<file path="src/rtl/core/multi_zone_clock_with_zone_editor_unit_macros.svh">
// ----------------------------------------------------------------------------
// Assertion macros for the multi-zone clock.
// Clock and reset are taken from the enclosing module (clk, rst_n).
// ----------------------------------------------------------------------------
`ifndef MULTI_ZONE_CLOCK_WITH_ZONE_EDITOR_UNIT_MACROS_SVH
`define MULTI_ZONE_CLOCK_WITH_ZONE_EDITOR_UNIT_MACROS_SVH

// Same-cycle implication.
`define MZC_ASSERT_NOW(label, ante, cons) \
    label: assert property (@(posedge clk) disable iff (!rst_n) (ante) |-> (cons)) \
        else $error("mzc assertion failed");

// Next-cycle implication.
`define MZC_ASSERT_NEXT(label, ante, cons) \
    label: assert property (@(posedge clk) disable iff (!rst_n) (ante) |=> (cons)) \
        else $error("mzc assertion failed");

`endif

</file>
<file path="src/rtl/core/mzc_pkg.sv">
// ----------------------------------------------------------------------------
// mzc_pkg
// Types, codes and constants shared by the multi-zone clock modules.
// ----------------------------------------------------------------------------
`timescale 1ns / 1ps

package mzc_pkg;

    typedef enum logic [2:0] {
        FN_TICK     = 3'd0,
        FN_UP       = 3'd1,
        FN_DOWN     = 3'd2,
        FN_LEFT     = 3'd3,
        FN_RIGHT    = 3'd4,
        FN_SET_TIME = 3'd5,
        FN_SET_ZONE = 3'd6
    } func_t;

    localparam logic [6:0] CH_A = 7'd65;
    localparam logic [6:0] CH_Z = 7'd90;

    localparam logic [5:0] SEC_LAST  = 6'd59;
    localparam logic [5:0] MIN_LAST  = 6'd59;
    localparam logic [5:0] MIN_WRAP  = 6'd60;
    localparam logic [4:0] HOUR_LAST = 5'd23;
    localparam logic [4:0] HOUR_WRAP = 5'd24;

    // cursor positions
    localparam logic [1:0] CUR_LETTER_ONE = 2'd0;
    localparam logic [1:0] CUR_LETTER_TWO = 2'd1;
    localparam logic [1:0] CUR_OFFSET     = 2'd2;

    typedef struct packed {
        func_t      func;
        logic [4:0] set_hour;
        logic [5:0] set_minute;
        logic [1:0] load_zone;
        logic [6:0] load_letter_one;
        logic [6:0] load_letter_two;
        logic [4:0] load_offset;
    } item_t;

    typedef struct packed {
        logic [1:0] shown_zone;
        logic [6:0] name_first;
        logic [6:0] name_second;
        logic [4:0] local_hour;
        logic [5:0] shown_minute;
        logic [5:0] shown_second;
        logic       editing;
        logic [1:0] cursor_field;
    } result_t;

    // out-of-range letters are stored as 'A'
    function automatic logic [6:0] letter_ok(input logic [6:0] c);
        return (c >= CH_A && c <= CH_Z) ? c : CH_A;
    endfunction

    // zones 0..3 start as AA, BB, CC, DD; the rest as AA
    function automatic logic [6:0] reset_letter(input int idx);
        return (idx < 4) ? 7'(int'(CH_A) + idx) : CH_A;
    endfunction

endpackage

</file>
<file path="src/rtl/core/mzc_engine.sv">
// ----------------------------------------------------------------------------
// mzc_engine
// Clock and zone state; applies one request per enabled cycle and presents
// the display result computed from the updated state.
// ----------------------------------------------------------------------------
`timescale 1ns / 1ps

module mzc_engine #(
    parameter int ZONE_COUNT = 4
) (
    input  logic            clk,
    input  logic            rst_n,
    input  logic            en,
    input  mzc_pkg::item_t  item,
    output mzc_pkg::result_t result
);
    import mzc_pkg::*;

    localparam int ZW = $clog2(ZONE_COUNT);
    localparam logic [ZW-1:0] ZONE_LAST = ZW'(ZONE_COUNT - 1);

    logic [5:0]    sec_reg,  sec_next;
    logic [5:0]    min_reg,  min_next;
    logic [4:0]    hour_reg, hour_next;
    logic [ZW-1:0] zone_reg, zone_next;
    logic          edit_reg, edit_next;
    logic [1:0]    cursor_reg, cursor_next;
    logic [6:0]    letter_one_reg [ZONE_COUNT];
    logic [6:0]    letter_one_next[ZONE_COUNT];
    logic [6:0]    letter_two_reg [ZONE_COUNT];
    logic [6:0]    letter_two_next[ZONE_COUNT];
    logic [4:0]    offset_reg     [ZONE_COUNT];
    logic [4:0]    offset_next    [ZONE_COUNT];

    logic [ZW+1:0] load_idx;
    logic [6:0]    cur_letter;
    logic [6:0]    new_letter;
    logic [4:0]    cur_offset;
    logic [4:0]    new_offset;
    logic [5:0]    hour_sum;
    logic          up;

    assign load_idx = (ZW+2)'(item.load_zone);
    assign up       = (item.func == FN_UP);

    // letter or offset under the cursor, stepped
    always_comb
    begin
        cur_letter = (cursor_reg == CUR_LETTER_ONE) ? letter_one_reg[zone_reg]
                                                    : letter_two_reg[zone_reg];
        cur_offset = offset_reg[zone_reg];
        if (up)
        begin
            new_letter = (cur_letter >= CH_Z) ? CH_A : cur_letter + 7'd1;
            new_offset = (cur_offset >= HOUR_LAST) ? 5'd0 : cur_offset + 5'd1;
        end
        else
        begin
            new_letter = (cur_letter <= CH_A) ? CH_Z : cur_letter - 7'd1;
            new_offset = (cur_offset == 5'd0) ? HOUR_LAST : cur_offset - 5'd1;
        end
    end

    always_comb
    begin
        sec_next        = sec_reg;
        min_next        = min_reg;
        hour_next       = hour_reg;
        zone_next       = zone_reg;
        edit_next       = edit_reg;
        cursor_next     = cursor_reg;
        letter_one_next = letter_one_reg;
        letter_two_next = letter_two_reg;
        offset_next     = offset_reg;
        case (item.func)
            FN_TICK:
            begin
                if (sec_reg >= SEC_LAST)
                begin
                    sec_next = 6'd0;
                    if (min_reg >= MIN_LAST)
                    begin
                        min_next  = 6'd0;
                        hour_next = (hour_reg >= HOUR_LAST) ? 5'd0 : hour_reg + 5'd1;
                    end
                    else
                        min_next = min_reg + 6'd1;
                end
                else
                    sec_next = sec_reg + 6'd1;
            end
            FN_UP, FN_DOWN:
            begin
                if (edit_reg)
                begin
                    if (cursor_reg == CUR_LETTER_ONE)
                        letter_one_next[zone_reg] = new_letter;
                    else if (cursor_reg == CUR_LETTER_TWO)
                        letter_two_next[zone_reg] = new_letter;
                    else
                        offset_next[zone_reg] = new_offset;
                end
                else if (up)
                    zone_next = (zone_reg >= ZONE_LAST) ? '0 : zone_reg + ZW'(1);
                else
                    zone_next = (zone_reg == '0) ? ZONE_LAST : zone_reg - ZW'(1);
            end
            FN_LEFT:
            begin
                if (edit_reg && cursor_reg != CUR_LETTER_ONE)
                    cursor_next = cursor_reg - 2'd1;
            end
            FN_RIGHT:
            begin
                if (!edit_reg)
                begin
                    edit_next   = 1'b1;
                    cursor_next = CUR_LETTER_ONE;
                end
                else if (cursor_reg >= CUR_OFFSET)
                begin
                    edit_next   = 1'b0;
                    cursor_next = CUR_LETTER_ONE;
                end
                else
                    cursor_next = cursor_reg + 2'd1;
            end
            FN_SET_TIME:
            begin
                hour_next = (item.set_hour >= HOUR_WRAP) ? item.set_hour - HOUR_WRAP
                                                         : item.set_hour;
                min_next  = (item.set_minute >= MIN_WRAP) ? item.set_minute - MIN_WRAP
                                                          : item.set_minute;
                sec_next  = 6'd0;
            end
            FN_SET_ZONE:
            begin
                if (load_idx < (ZW+2)'(ZONE_COUNT))
                begin
                    letter_one_next[load_idx[ZW-1:0]] = letter_ok(item.load_letter_one);
                    letter_two_next[load_idx[ZW-1:0]] = letter_ok(item.load_letter_two);
                    offset_next[load_idx[ZW-1:0]] =
                        (item.load_offset >= HOUR_WRAP) ? item.load_offset - HOUR_WRAP
                                                        : item.load_offset;
                end
            end
            default:
            begin
            end
        endcase
    end

    // display from the updated state
    always_comb
    begin
        hour_sum             = {1'b0, hour_next} + {1'b0, offset_next[zone_next]};
        result.shown_zone    = 2'(zone_next);
        result.name_first    = letter_one_next[zone_next];
        result.name_second   = letter_two_next[zone_next];
        result.local_hour    = (hour_sum >= 6'(HOUR_WRAP)) ? 5'(hour_sum - 6'(HOUR_WRAP))
                                                           : hour_sum[4:0];
        result.shown_minute  = min_next;
        result.shown_second  = sec_next;
        result.editing       = edit_next;
        result.cursor_field  = edit_next ? cursor_next : CUR_LETTER_ONE;
    end

    always_ff @(posedge clk or negedge rst_n)
    begin
        if (!rst_n)
        begin
            sec_reg    <= 6'd0;
            min_reg    <= 6'd0;
            hour_reg   <= 5'd0;
            zone_reg   <= '0;
            edit_reg   <= 1'b0;
            cursor_reg <= CUR_LETTER_ONE;
            for (int i = 0; i < ZONE_COUNT; i++)
            begin
                letter_one_reg[i] <= reset_letter(i);
                letter_two_reg[i] <= reset_letter(i);
                offset_reg[i]     <= 5'd0;
            end
        end
        else if (en)
        begin
            sec_reg        <= sec_next;
            min_reg        <= min_next;
            hour_reg       <= hour_next;
            zone_reg       <= zone_next;
            edit_reg       <= edit_next;
            cursor_reg     <= cursor_next;
            letter_one_reg <= letter_one_next;
            letter_two_reg <= letter_two_next;
            offset_reg     <= offset_next;
        end
    end

endmodule

</file>
<file path="src/rtl/core/multi_zone_clock_with_zone_editor_unit.sv">
// ----------------------------------------------------------------------------
// multi_zone_clock_with_zone_editor_unit
// Reference clock with ZONE_COUNT named, hour-offset zones and a zone editor.
// ----------------------------------------------------------------------------
// Every request (tick, button, or load) produces exactly one result that
// describes the display after the request took effect: shown zone, its
// two-letter name, local hour, minute, second and editor status. The block
// takes one request per clock cycle while s_tready is high; a request waits in the input
// register until the result register can take a new value, then its result is
// registered there and m_tvalid rises; a stall on m_tready can hold it in the
// input register. The input register and the result register keep the two
// sides apart: a new request is still taken while a result waits for m_tready,
// and only when both registers are full does s_tready drop.
// ----------------------------------------------------------------------------
`timescale 1ns / 1ps

`include "multi_zone_clock_with_zone_editor_unit_macros.svh"

module multi_zone_clock_with_zone_editor_unit #(
    parameter int ZONE_COUNT = 4    // 2 to 4 zones
) (
    input  logic        clk,
    input  logic        rst_n,
    // request side
    input  logic        s_tvalid,
    output logic        s_tready,
    // set_hour[4:0], set_minute[10:5], load_zone[12:11],
    // load_letter_one[19:13], load_letter_two[26:20], load_offset[31:27]
    input  logic [31:0] s_tdata,
    // func[2:0]
    input  logic [2:0]  s_tuser,
    // result side
    output logic        m_tvalid,
    input  logic        m_tready,
    // shown_zone[1:0], name_first[8:2], name_second[15:9], local_hour[20:16],
    // shown_minute[26:21], shown_second[32:27], editing[33],
    // cursor_field[35:34], zero[39:36]
    output logic [39:0] m_tdata
);
    import mzc_pkg::*;

    logic    in_valid_reg, in_valid_next;
    item_t   in_item_reg;
    logic    out_valid_reg, out_valid_next;
    result_t out_result_reg;
    result_t result;

    logic    s_accept;
    logic    advance;   // result register can take a new value
    logic    fire;      // request leaves input register, state updates

    assign advance  = !out_valid_reg || m_tready;
    assign fire     = in_valid_reg && advance;
    assign s_tready = !in_valid_reg || advance;
    assign s_accept = s_tvalid && s_tready;

    always_comb
    begin
        in_valid_next = in_valid_reg;
        if (s_accept)
            in_valid_next = 1'b1;
        else if (fire)
            in_valid_next = 1'b0;

        out_valid_next = out_valid_reg;
        if (fire)
            out_valid_next = 1'b1;
        else if (m_tready)
            out_valid_next = 1'b0;
    end

    always_ff @(posedge clk or negedge rst_n)
    begin
        if (!rst_n)
        begin
            in_valid_reg  <= 1'b0;
            out_valid_reg <= 1'b0;
        end
        else
        begin
            in_valid_reg  <= in_valid_next;
            out_valid_reg <= out_valid_next;
        end
    end

    // payload registers
    always_ff @(posedge clk)
    begin
        if (s_accept)
        begin
            in_item_reg.func            <= func_t'(s_tuser);
            in_item_reg.set_hour        <= s_tdata[4:0];
            in_item_reg.set_minute      <= s_tdata[10:5];
            in_item_reg.load_zone       <= s_tdata[12:11];
            in_item_reg.load_letter_one <= s_tdata[19:13];
            in_item_reg.load_letter_two <= s_tdata[26:20];
            in_item_reg.load_offset     <= s_tdata[31:27];
        end
        if (fire)
            out_result_reg <= result;
    end

    mzc_engine #(
        .ZONE_COUNT (ZONE_COUNT)
    ) u_engine (
        .clk    (clk),
        .rst_n  (rst_n),
        .en     (fire),
        .item   (in_item_reg),
        .result (result)
    );

    assign m_tvalid = out_valid_reg;
    assign m_tdata  = {4'd0,
                       out_result_reg.cursor_field,
                       out_result_reg.editing,
                       out_result_reg.shown_second,
                       out_result_reg.shown_minute,
                       out_result_reg.local_hour,
                       out_result_reg.name_second,
                       out_result_reg.name_first,
                       out_result_reg.shown_zone};

    // Time fields of a presented result stay in range.
    `MZC_ASSERT_NOW(a_time_range, out_valid_reg, out_result_reg.local_hour < HOUR_WRAP && out_result_reg.shown_minute < MIN_WRAP && out_result_reg.shown_second <= SEC_LAST)
    // Cursor reads zero outside the editor.
    `MZC_ASSERT_NOW(a_cursor_view, out_valid_reg && !out_result_reg.editing, out_result_reg.cursor_field == CUR_LETTER_ONE)
    // Backpressure only when both registers are occupied and the sink stalls.
    `MZC_ASSERT_NOW(a_ready_low, !s_tready, in_valid_reg && out_valid_reg && !m_tready)
    // A request that moves on always yields a result in the next cycle.
    `MZC_ASSERT_NEXT(a_fire_result, fire, out_valid_reg)

endmodule
</file>
<file path="config.mk">
export PLATFORM = sky130hd
export DESIGN_NAME = multi_zone_clock_with_zone_editor_unit
export DESIGN_NICKNAME = d
export VERILOG_FILES = /design/src/rtl/core/mzc_pkg.sv /design/src/rtl/core/mzc_engine.sv /design/src/rtl/core/multi_zone_clock_with_zone_editor_unit.sv
export VERILOG_INCLUDE_DIRS = /design/src /design/src/rtl/core
export SDC_FILE = /design/constraint.sdc
export NUM_CORES = 1
export LEC_CHECK = 0
export ABC_AREA = 1
export BUFFER_PORTS_ARGS = -buffer_cell sky130_fd_sc_hd__clkbuf_2
export CORE_UTILIZATION = 45
export DETAILED_ROUTE_END_ITERATION = 8
export GPL_TIMING_DRIVEN = 0
export PLACE_DENSITY = 0.64
export SLEW_MARGIN = 20
export SYNTH_ARGS = -nofsm -noshare
export SYNTH_HDL_FRONTEND = slang
export SYNTH_SLANG_ARGS = --single-unit
</file>
<file path="constraint.sdc">
create_clock -name clk -period 3.47 [get_ports clk]
set_input_delay 0.1735 -clock clk [delete_from_list [all_inputs] [get_ports clk]]
set_output_delay 0.1735 -clock clk [all_outputs]
set_load 0.05 [all_outputs]
</file>
[Word-level counts from Yosys, hierarchy flattened]
Cells that the tools add are included.
Storage, ports and cells
  flip-flop bits (word level): 171
  word-level logic and storage cells: 186
  input bits: 39
  output and inout port bits: 42
Cells by class
  order comparisons: 22
  equal/unequal tests: 7
  multiplexer cells: 84
  reduce and logical (&&, ||, !) cells: 19
  add/subtract/negate cells: 16
  bitwise operators: 3
Operators with widths (number)
  2-to-1 mux 28 bit: 7
  bitwise mux 28 bit: 4
  2-to-1 mux 7 bit: 16
  case mux 28 bit (2 select lines): 2
  2-to-1 mux 20 bit: 4
  2-to-1 mux 5 bit: 15
  binary-select mux 7 bit (select 2 bit): 4
  bitwise mux 20 bit: 2
  case mux 20 bit (2 select lines): 1
  demux 7 bit (select 2 bit): 2
  2-to-1 mux 6 bit: 4
  case mux 6 bit (2 select lines): 2
  >= comparator 7 bit, second input constant: 3
  less-or-equal comparator 7 bit, second input constant: 3
  binary-select mux 5 bit (select 2 bit): 2
  demux 5 bit (select 2 bit): 2
  >= comparator 5 bit, second input constant: 4
  >= comparator 6 bit, second input constant: 3
  2-to-1 mux 2 bit: 8
  subtractor 5 bit, second input constant: 3
  adder 6 x 1 -> 6 bit, second input constant: 2
  adder 5 x 1 -> 5 bit, second input constant: 2
  case mux 5 bit (2 select lines): 1
  equality test 3 bit, second input constant: 3
  other kinds (26): 52

[Depth between registers and ports, before layout]
Gate-level depths: netlist (run 1).
  word-level depth: 18
  mapped depth: 27
  depth with buffers taken out: 25

[By module]
A second synthesis (run 1) with hierarchy kept.
Unflattened totals
  cell total of the unflattened synthesis: 1593
  area, all modules: 11613.6 um^2
By module, submodules not included
  mzc_engine: area each 9352.7 um^2, cells an instance 1505, times used 1, seq. area each 2474.9 um^2
  multi_zone_clock_with_zone_editor_unit: area each 2260.9 um^2, cells an instance 88, times used 1, seq. area each 2182.1 um^2

[Worst setup path before layout (run 1)]
OpenSTA, ideal clock, no wires.
  kind: register to register
  from: register u_engine.zone_reg[0]
  to: register out_result_reg (netlist bit m_tdata[20]), data pin
  setup slack: -0.014 ns
  buffers on the path: 2
  clock period less this slack: 3.484 ns
  arrival time: 3.332 ns
  cell stages (with the launch flop): 24
  setup time: 0.152 ns
  required time: 3.318 ns
  path through: dfrtp_1 > buf_4 > buf_6 > o21ai_0 > nand2_1 > inv_1 > ha_1 > nand2_1 > nand3_1 > nand2_1 > o21ai_2 > nand2_1 > a21o_1 > nand2_1 > nand2_1 > nand2_1 > nand2_1 > ha_1 > fa_1 > a21oi_1 > o21ai_0 > xnor2_1 > or2_2 > o21ai_0
RTL lines
  start, declared: RTL line mzc_engine.sv:25  | logic [ZW-1:0] zone_reg, zone_next;
  start signal, assigned: RTL line mzc_engine.sv:190  | zone_reg <= zone_next;
  end signal, assigned: RTL line multi_zone_clock_with_zone_editor_unit.sv:100  | out_result_reg <= result;
  end, declared: RTL line multi_zone_clock_with_zone_editor_unit.sv:45  | result_t out_result_reg;

==> results of run 1 <==
worst max path at each step:
stage | cells past startpoint | end | from | slack (ns)
floorplan | 25 | m_tdata[20] | u_engine.zone_reg[1] | 0.02
global route | 25 | m_tdata[20] | u_engine.zone_reg[0] | -0.32
global placement | 18 | m_tdata[20] | in_item_reg[32] | -1.09
finish | 25 | m_tdata[20] | u_engine.zone_reg[1] | -0.18
CTS | 23 | m_tdata[20] | u_engine.zone_reg[0] | -0.12
detailed placement | 18 | m_tdata[20] | in_item_reg[32] | -1.13
placed cells by master (no fill, tap or decap), types with 17 or more instances in the layout:
| cell | count |
|---|---|
| a21oi_1 | 90 |
| o21a_1 | 36 |
| dfrtp_1 | 81 |
| dlygate4sd3_1 | 37 |
| edfxtp_1 | 71 |
| nor2_1 | 143 |
| nand3_1 | 219 |
| nand2_1 | 352 |
| buf_4 | 68 |
| clkbuf_2 | 83 |
| dfstp_2 | 18 |
| o21ai_0 | 71 |
| ha_1 | 18 |
| a31oi_1 | 62 |
| inv_1 | 133 |
| clkbuf_1 | 39 |
| clkbuf_16 | 17 |
cells in the mapped netlist (all sizes together) (2+ instances only):
master  count  area (µm²)
xor2        5        43.8
buf        24         160
nand2     375        1440
o221ai      4        35.0
o211ai     13        97.6
a31oi      62         388
a21oi      97         489
clkbuf     54         203
dfrtp      82        2050
nand3b      3        26.3
xnor2       2        17.5
nand4      17         125
o21ai      89         487
ha         24         300
or2         5        31.3
nand3     229        1150
a21o        6        45.0
nor2      157         599
nor3       14        70.1
o22ai      10        62.6
edfxtp     71        2130
dfstp      18         473
inv       152         571
o21a       36         270
final cells by class:
| cell class | instances | area share, % |
|---|---|---|
| clock buffers | 17 | 2.97 |
| well taps | 324 | 2.83 |
| flip-flops and latches | 171 | 32.6 |
| clock inverters | 15 | 1.10 |
| repair buffers | 179 | 9.52 |
| multi-input cells | 1159 | 43.3 |
| plain buffers | 75 | 3.35 |
| inverters | 153 | 4.33 |
worst register-to-register path: cells and delay by family (launching register included):
kind / cells / cell delay [ns]
AO/OA/AOI/OAI: 2 / 0.24
XOR/XNOR: 1 / 0.14
adder cells (fa/ha/maj): 2 / 0.47
buffers and inverters: 7 / 0.85
flip-flops: 1 / 0.42
AND/OR/NAND/NOR: 13 / 1.30
report_power, final:
part / switching, W / internal, W
clock: 0.000990 / 0.000960
combinational: 0.00584 / 0.00289
sequential: 0.000605 / 0.00304
routing by layer:
layer,global-route usage (%),vias up,wire length (µm)
met5,0,-,0
met4,19.6,0,2810
met3,7.59,218,4620
met2,54.5,787,19700
met1,43.4,5807,17100
li1,-,5690,-
cell families (layout without fill, tap and decap cells):
group | Yosys count | count (layout) | synth area share (%)
buffers and inverters | 231 | 439 | 8.26
DFF | 171 | 171 | 41.0
adders and majority gates | 25 | 25 | 2.82
xor gates and xnor gates | 7 | 7 | 0.540
AOI/OAI and AO/OA | 323 | 323 | 17.0
other | 1 | 4 | 0.0330
and+or+nand+nor | 800 | 800 | 30.3
repair_timing:
| action | in CTS | in global routing |
|---|---|---|
| hold endpoints to repair | 77 | 0 |
| cloned | 1 | 0 |
| gates resized for setup | 118 | 56 |
| hold buffers | 37 | 0 |
| setup endpoints to repair | 18 | 25 |
| pin swaps | 24 | 28 |
| buffers inserted | 40 | 23 |
stage by stage:
step                total power [W]  util, %
floorplan                   0.00857        -
detailed placement           0.0107     49.8
global placement             0.0106     49.5
global route                 0.0151     58.3
finish                       0.0143     58.3
CTS                          0.0135     56.7
==> results.sh, run 1 <==
export IMPL_status="finished with violations"
export IMPL_violations="negative setup slack"
export IMPL_n_fill_cell=2292
export IMPL_worstSetupEndpointType="register"
export IMPL_leakagePower_nw=6.13
export IMPL_synth_seq_cells=171
export IMPL_cts_tree="yes"
export IMPL_grtUsageTotal_pct=34.4
export IMPL_multi_input_area_mm2=0.00620
export IMPL_seq_area_frac_synth_pct=41.0
export IMPL_drtIter0Drc=1521
export IMPL_clk_pin_slew_ns=0.08
export IMPL_ys_types=47
export IMPL_setup_tns_final_ns=-0.309
export IMPL_insertion_delay_ns=0.46
export IMPL_placed_cells=1963
export IMPL_grt_pass1_vias=11800
export IMPL_holdPathEnd="m_tvalid"
export IMPL_viasPerCell=5.97
export IMPL_num_rows=57
export IMPL_die_x_um=161
export IMPL_num_vias=12500
export IMPL_synth_warning_count=0
export IMPL_clockBufferDepth=2
export IMPL_rr_worst_depth=25
export IMPL_max_stage_delay_ns=0.42
export IMPL_slew_headroom_pct=40.2
export IMPL_dp_slack_ns=-1.13
export IMPL_clock_fmax_mhz=274
export IMPL_grt_max_degree=53
export IMPL_grt_overflow_total=0
export IMPL_cap_violations=0
export IMPL_htreeDepth=4
export IMPL_syn_area_mm2=0.0113
export IMPL_async_reset_ff_share_pct=58.5
export IMPL_wl_per_cell_um=21.1
export IMPL_fin_ws_ns=-0.176
export IMPL_min_period_ns=3.65
export IMPL_start_kind="register"
export IMPL_drive_gt1_share_pct=19.1
export IMPL_rrSetupSlack_ns=-0.18
export IMPL_area_delta_synth_final_pct=26.1
export IMPL_ys_flop_type="dfrtp_1"
export IMPL_synth_edff_count=71
export IMPL_tightest_slew_ns=0.896
export IMPL_syn_area_per_cell_um2=7.28
export IMPL_finalWirelength_mm=44.2
export IMPL_die_h_um=161
export IMPL_timing_rr_start="u_engine.zone_reg[1]"
export IMPL_hp_start="m_tready"
export IMPL_ant_nets=0
export IMPL_numPortBuffers=76
export IMPL_required_ns=3.67
export IMPL_antenna_found_initial=0
export IMPL_cpMostUsedCell="nand2_1"
export IMPL_crit_family="simple AND/OR/NAND/NOR gates"
export IMPL_hold_path_depth=4
export IMPL_crit_fanout=11
export IMPL_powerDensity_mw_per_mm2=1000
export IMPL_first_pass_iters=6
export IMPL_largest_reg_flops=36
export IMPL_hold_viol_final=0
export IMPL_peakVddDrop_v=0.000536
export IMPL_num_nets_final=1820
export IMPL_core_mm2=0.0245
export IMPL_crit_arrival_ns=3.85
export IMPL_slew_viol_final=0
export IMPL_setup_viol=2
export IMPL_dpl_cell_area_mm2=0.0122
export IMPL_holdWs_ns=0.000974
export IMPL_pin_count=81
export IMPL_path_class="reg -> reg"
export IMPL_grt_pass1_wl_mm=66.9
export IMPL_crit_buf_inv=7
export IMPL_rsz0062_at_grt="true"
export IMPL_seq_area_mm2=0.00466
export IMPL_design_area_mm2=0.0143
export IMPL_drc_errors=0
export IMPL_initial_core_util_pct=46.3
export IMPL_reg2reg_to="m_tdata[20]"
export IMPL_crit_slowest_cell="dfrtp_1"
export IMPL_finalCritPeriodShare_pct=105
export IMPL_clock_sinks=171
export IMPL_routabilityCongestion=1.00
export IMPL_ctsRootBufferMaster="clkbuf_16"
export IMPL_syn_inst=1558
export IMPL_final_cells=2093
export IMPL_dieArea_mm2=0.0259
export IMPL_fin_worst_skew_ns=0.0153
export IMPL_num_antenna_cells=0
export IMPL_hpwl_mm=29.6
export IMPL_worstHoldPathType="in -> reg"
export IMPL_cts_made_buffers=17
Power figures use the tool's default switching activity.
==> run 2: changes to the inputs <==
--- a/config.mk
+++ b/config.mk
@@ -11,5 +11,4 @@
 export CORE_UTILIZATION = 45
 export DETAILED_ROUTE_END_ITERATION = 8
-export GPL_TIMING_DRIVEN = 0
 export PLACE_DENSITY = 0.64
 export SLEW_MARGIN = 20
==> constraint.sdc (replaced) <==
create_clock -name clk -period 3.47 [get_ports clk]
set_input_delay 0.694 -clock clk [delete_from_list [all_inputs] [get_ports clk]]
set_output_delay 0.694 -clock clk [all_outputs]
set_load 0.05 [all_outputs]
==> run 2 against run 1 <==
Against the previous run: the flow still finishes with violations (negative setup slack); first-iteration DRC count down 35%; clock power up 5%; die area unchanged; largest power group unchanged; sequential power about the same; highest routed layer unchanged; cell count down 3.3%; via count down 7.7%; cell area down 5.8%.
==> results.sh, run 2 (synthesis gave the netlist of run 1 again) <==
export IMPL_die_x_um=161
export IMPL_die_h_um=161
export IMPL_slew_viol_final=0
export IMPL_largest_reg_flops=36
export IMPL_grtUsageTotal_pct=28.4
export IMPL_viasPerCell=5.70
export IMPL_final_common_cell="nand2_1"
export IMPL_worstSetupEndpointType="register"
export IMPL_grt_pass1_vias=10700
export IMPL_hold_viol_final=0
export IMPL_num_nets_final=1750
export IMPL_pin_count=81
export IMPL_path_class="reg -> reg"
export IMPL_drc_errors=0
export IMPL_leakagePower_nw=5.86
export IMPL_rsz0062_at_grt="true"
export IMPL_layout_cells_most_common_list="nand2_1, nand3_1, nor2_1, inv_1, buf_4"
export IMPL_ctsRootBufferMaster="clkbuf_16"
export IMPL_worstPathCellList="buf_6 -> a21oi_2 -> o21ai_1 -> nand2_2 -> inv_4 -> ha_4 -> nand2_2 -> nand3_2 -> nand2_2 -> o21ai_4 -> nand2_1 -> a21o_1 -> nand2_1 -> nand2_1 -> nand2_1 -> nand2_2 -> ha_4 -> fa_2 -> a21oi_2 -> o21ai_1 -> xnor2_1 -> or2_4 -> o21ai_1"
export IMPL_ctsHoldBuffers=0
export IMPL_combPwrFrac_pct=57.2
export IMPL_clock_sinks=171
export IMPL_numPortBuffers=76
export IMPL_core_mm2=0.0245
export IMPL_start_kind="register"
export IMPL_wl_per_cell_um=18.0
export IMPL_clk_pin_slew_ns=0.08
export IMPL_ant_nets=0
export IMPL_clockBufferDepth=2
export IMPL_htreeDepth=4
export IMPL_cts_made_buffers=17
export IMPL_dieArea_mm2=0.0259
export IMPL_insertion_delay_ns=0.45
export IMPL_setup_viol=1
export IMPL_antenna_found_initial=1
export IMPL_num_rows=57
export IMPL_setup_tns_final_ns=-0.0647
export IMPL_clock_fmax_mhz=283
export IMPL_crit_arrival_ns=3.73
export IMPL_swShare_pct=50.4
export IMPL_finalWirelength_mm=36.3
export IMPL_tightest_slew_ns=0.745
export IMPL_max_stage_delay_ns=0.45
export IMPL_status="finished with violations"
export IMPL_crit_family="compound AO/OA/AOI/OAI gates"
export IMPL_grt_pass1_wl_mm=57.5
export IMPL_utilization_pct=54.9
export IMPL_min_period_ns=3.53
export IMPL_worstHoldPathType="in -> async"
export IMPL_num_vias=11500
export IMPL_routabilityCongestion=0.968
export IMPL_required_ns=3.67
export IMPL_drtIter0Drc=990
export IMPL_p_sw_w=0.00672
export IMPL_hpwl_mm=25.1
export IMPL_area_delta_synth_final_pct=18.7
export IMPL_seq_power_share_pct=27.5
export IMPL_initial_core_util_pct=46.3
export IMPL_crit_buf_inv=2
export IMPL_violations="negative setup slack"
export IMPL_cts_tree="yes"
export IMPL_fin_worst_skew_ns=0.0133
export IMPL_p_total_w=0.0133
export IMPL_crit_slowest_cell="dfrtp_2"
export IMPL_peakVddDrop_v=0.000455
export IMPL_grt_overflow_total=0
export IMPL_clock_power_share_pct=15.3
export IMPL_slew_headroom_pct=50.3
export IMPL_p_int_w=0.00661
export IMPL_num_antenna_cells=0
export IMPL_drive_gt1_share_pct=18.2
export IMPL_first_pass_iters=9
export IMPL_fin_ws_ns=-0.0647
export IMPL_grt_max_degree=89
export IMPL_powerDensity_mw_per_mm2=990
export IMPL_cap_violations=0
export IMPL_crit_fanout=6
export IMPL_finalCritPeriodShare_pct=102
==> run 2: cell types whose count changed in the layout (fill, tap and decap cells not counted), moves of 7 or more <==
cell and delta:
nand2_4 -7, clkbuf_2 -8, dlygate4sd3_1 -37, buf_4 +31, nor2_4 -9, nor2_1 +9, clkbuf_1 -39
==> run 2: area by class of cell <==
| cell class | count | area [µm²] |
|---|---|---|
| inverter | 153 | 593 |
| timing repair buffer | 184 | 1270 |
| clock inverter | 15 | 200 |
| multi-input combinational | 1159 | 5910 |
| tap | 324 | 405 |
| sequential | 171 | 4660 |
| clock buffer | 17 | 425 |
| fill | 2364 | 11100 |
==> run 2: final timing paths <==
| kind | from | end | slack [ns] | cells past startpoint |
|---|---|---|---|---|
| worst max-delay path | u_engine.zone_reg[0] | m_tdata[20] | -0.06 | 23 |
| worst min-delay path | rst_n | u_engine.letter_one_reg[18] | 0.20 | 1 |
| worst max register to register | u_engine.zone_reg[0] | m_tdata[20] | -0.06 | 23 |
| worst min register to register | u_engine.letter_two_reg[13] | u_engine.letter_two_reg[13] | 0.51 | 2 |
| max in group asynchronous | rst_n | u_engine.letter_two_reg[20] | 2.45 | 2 |
| min in group clk | s_tdata[6] | in_item_reg[22] | 0.41 | 1 |
==> run 2: routing by layer <==
| layer | up-vias | part of all wire (%) | global-route usage (%) |
|---|---|---|---|
| met5 | - | 0 | 0 |
| met4 | 0 | 3.4 | 11.2 |
| met3 | 81 | 6.4 | 4.21 |
| met2 | 480 | 47 | 47.4 |
| met1 | 5438 | 43 | 37.0 |
| li1 | 5541 | - | - |
==> run 2: per-stage QoR <==
stage | hold WS (ns) | cell area (µm²) | setup WS (ns) | instances
2_1_floorplan | 0.398 | 11400 | 0.0224 | 1561
3_3_place_gp | 0.492 | 12600 | -0.0141 | 1984
3_5_place_dp | 0.501 | 12600 | -0.142 | 1984
4_1_cts | 0.228 | 13300 | 0.000662 | 2016
5_1_grt | 0.232 | 13500 | -0.281 | 2023
6_report | 0.202 | 13500 | -0.0647 | 2023
==> run 2: timing repair <==
action                     CTS  global route
gates resized for setup      6            44
buffers inserted             0             7
pin swaps                    2            22
setup endpoints to repair    2            13
==> run 2: power groups by stage <==
| stage | clock network (W) | logic, W | registers (W) |
|---|---|---|---|
| after floorplan | 0 | 0.00451 | 0.00406 |
| after global placement | 0 | 0.00706 | 0.00364 |
| after detailed placement | 0 | 0.00714 | 0.00365 |
| after CTS | 0.00207 | 0.00718 | 0.00363 |
| after global routing | 0.00214 | 0.00835 | 0.00375 |
| final | 0.00204 | 0.00762 | 0.00366 |
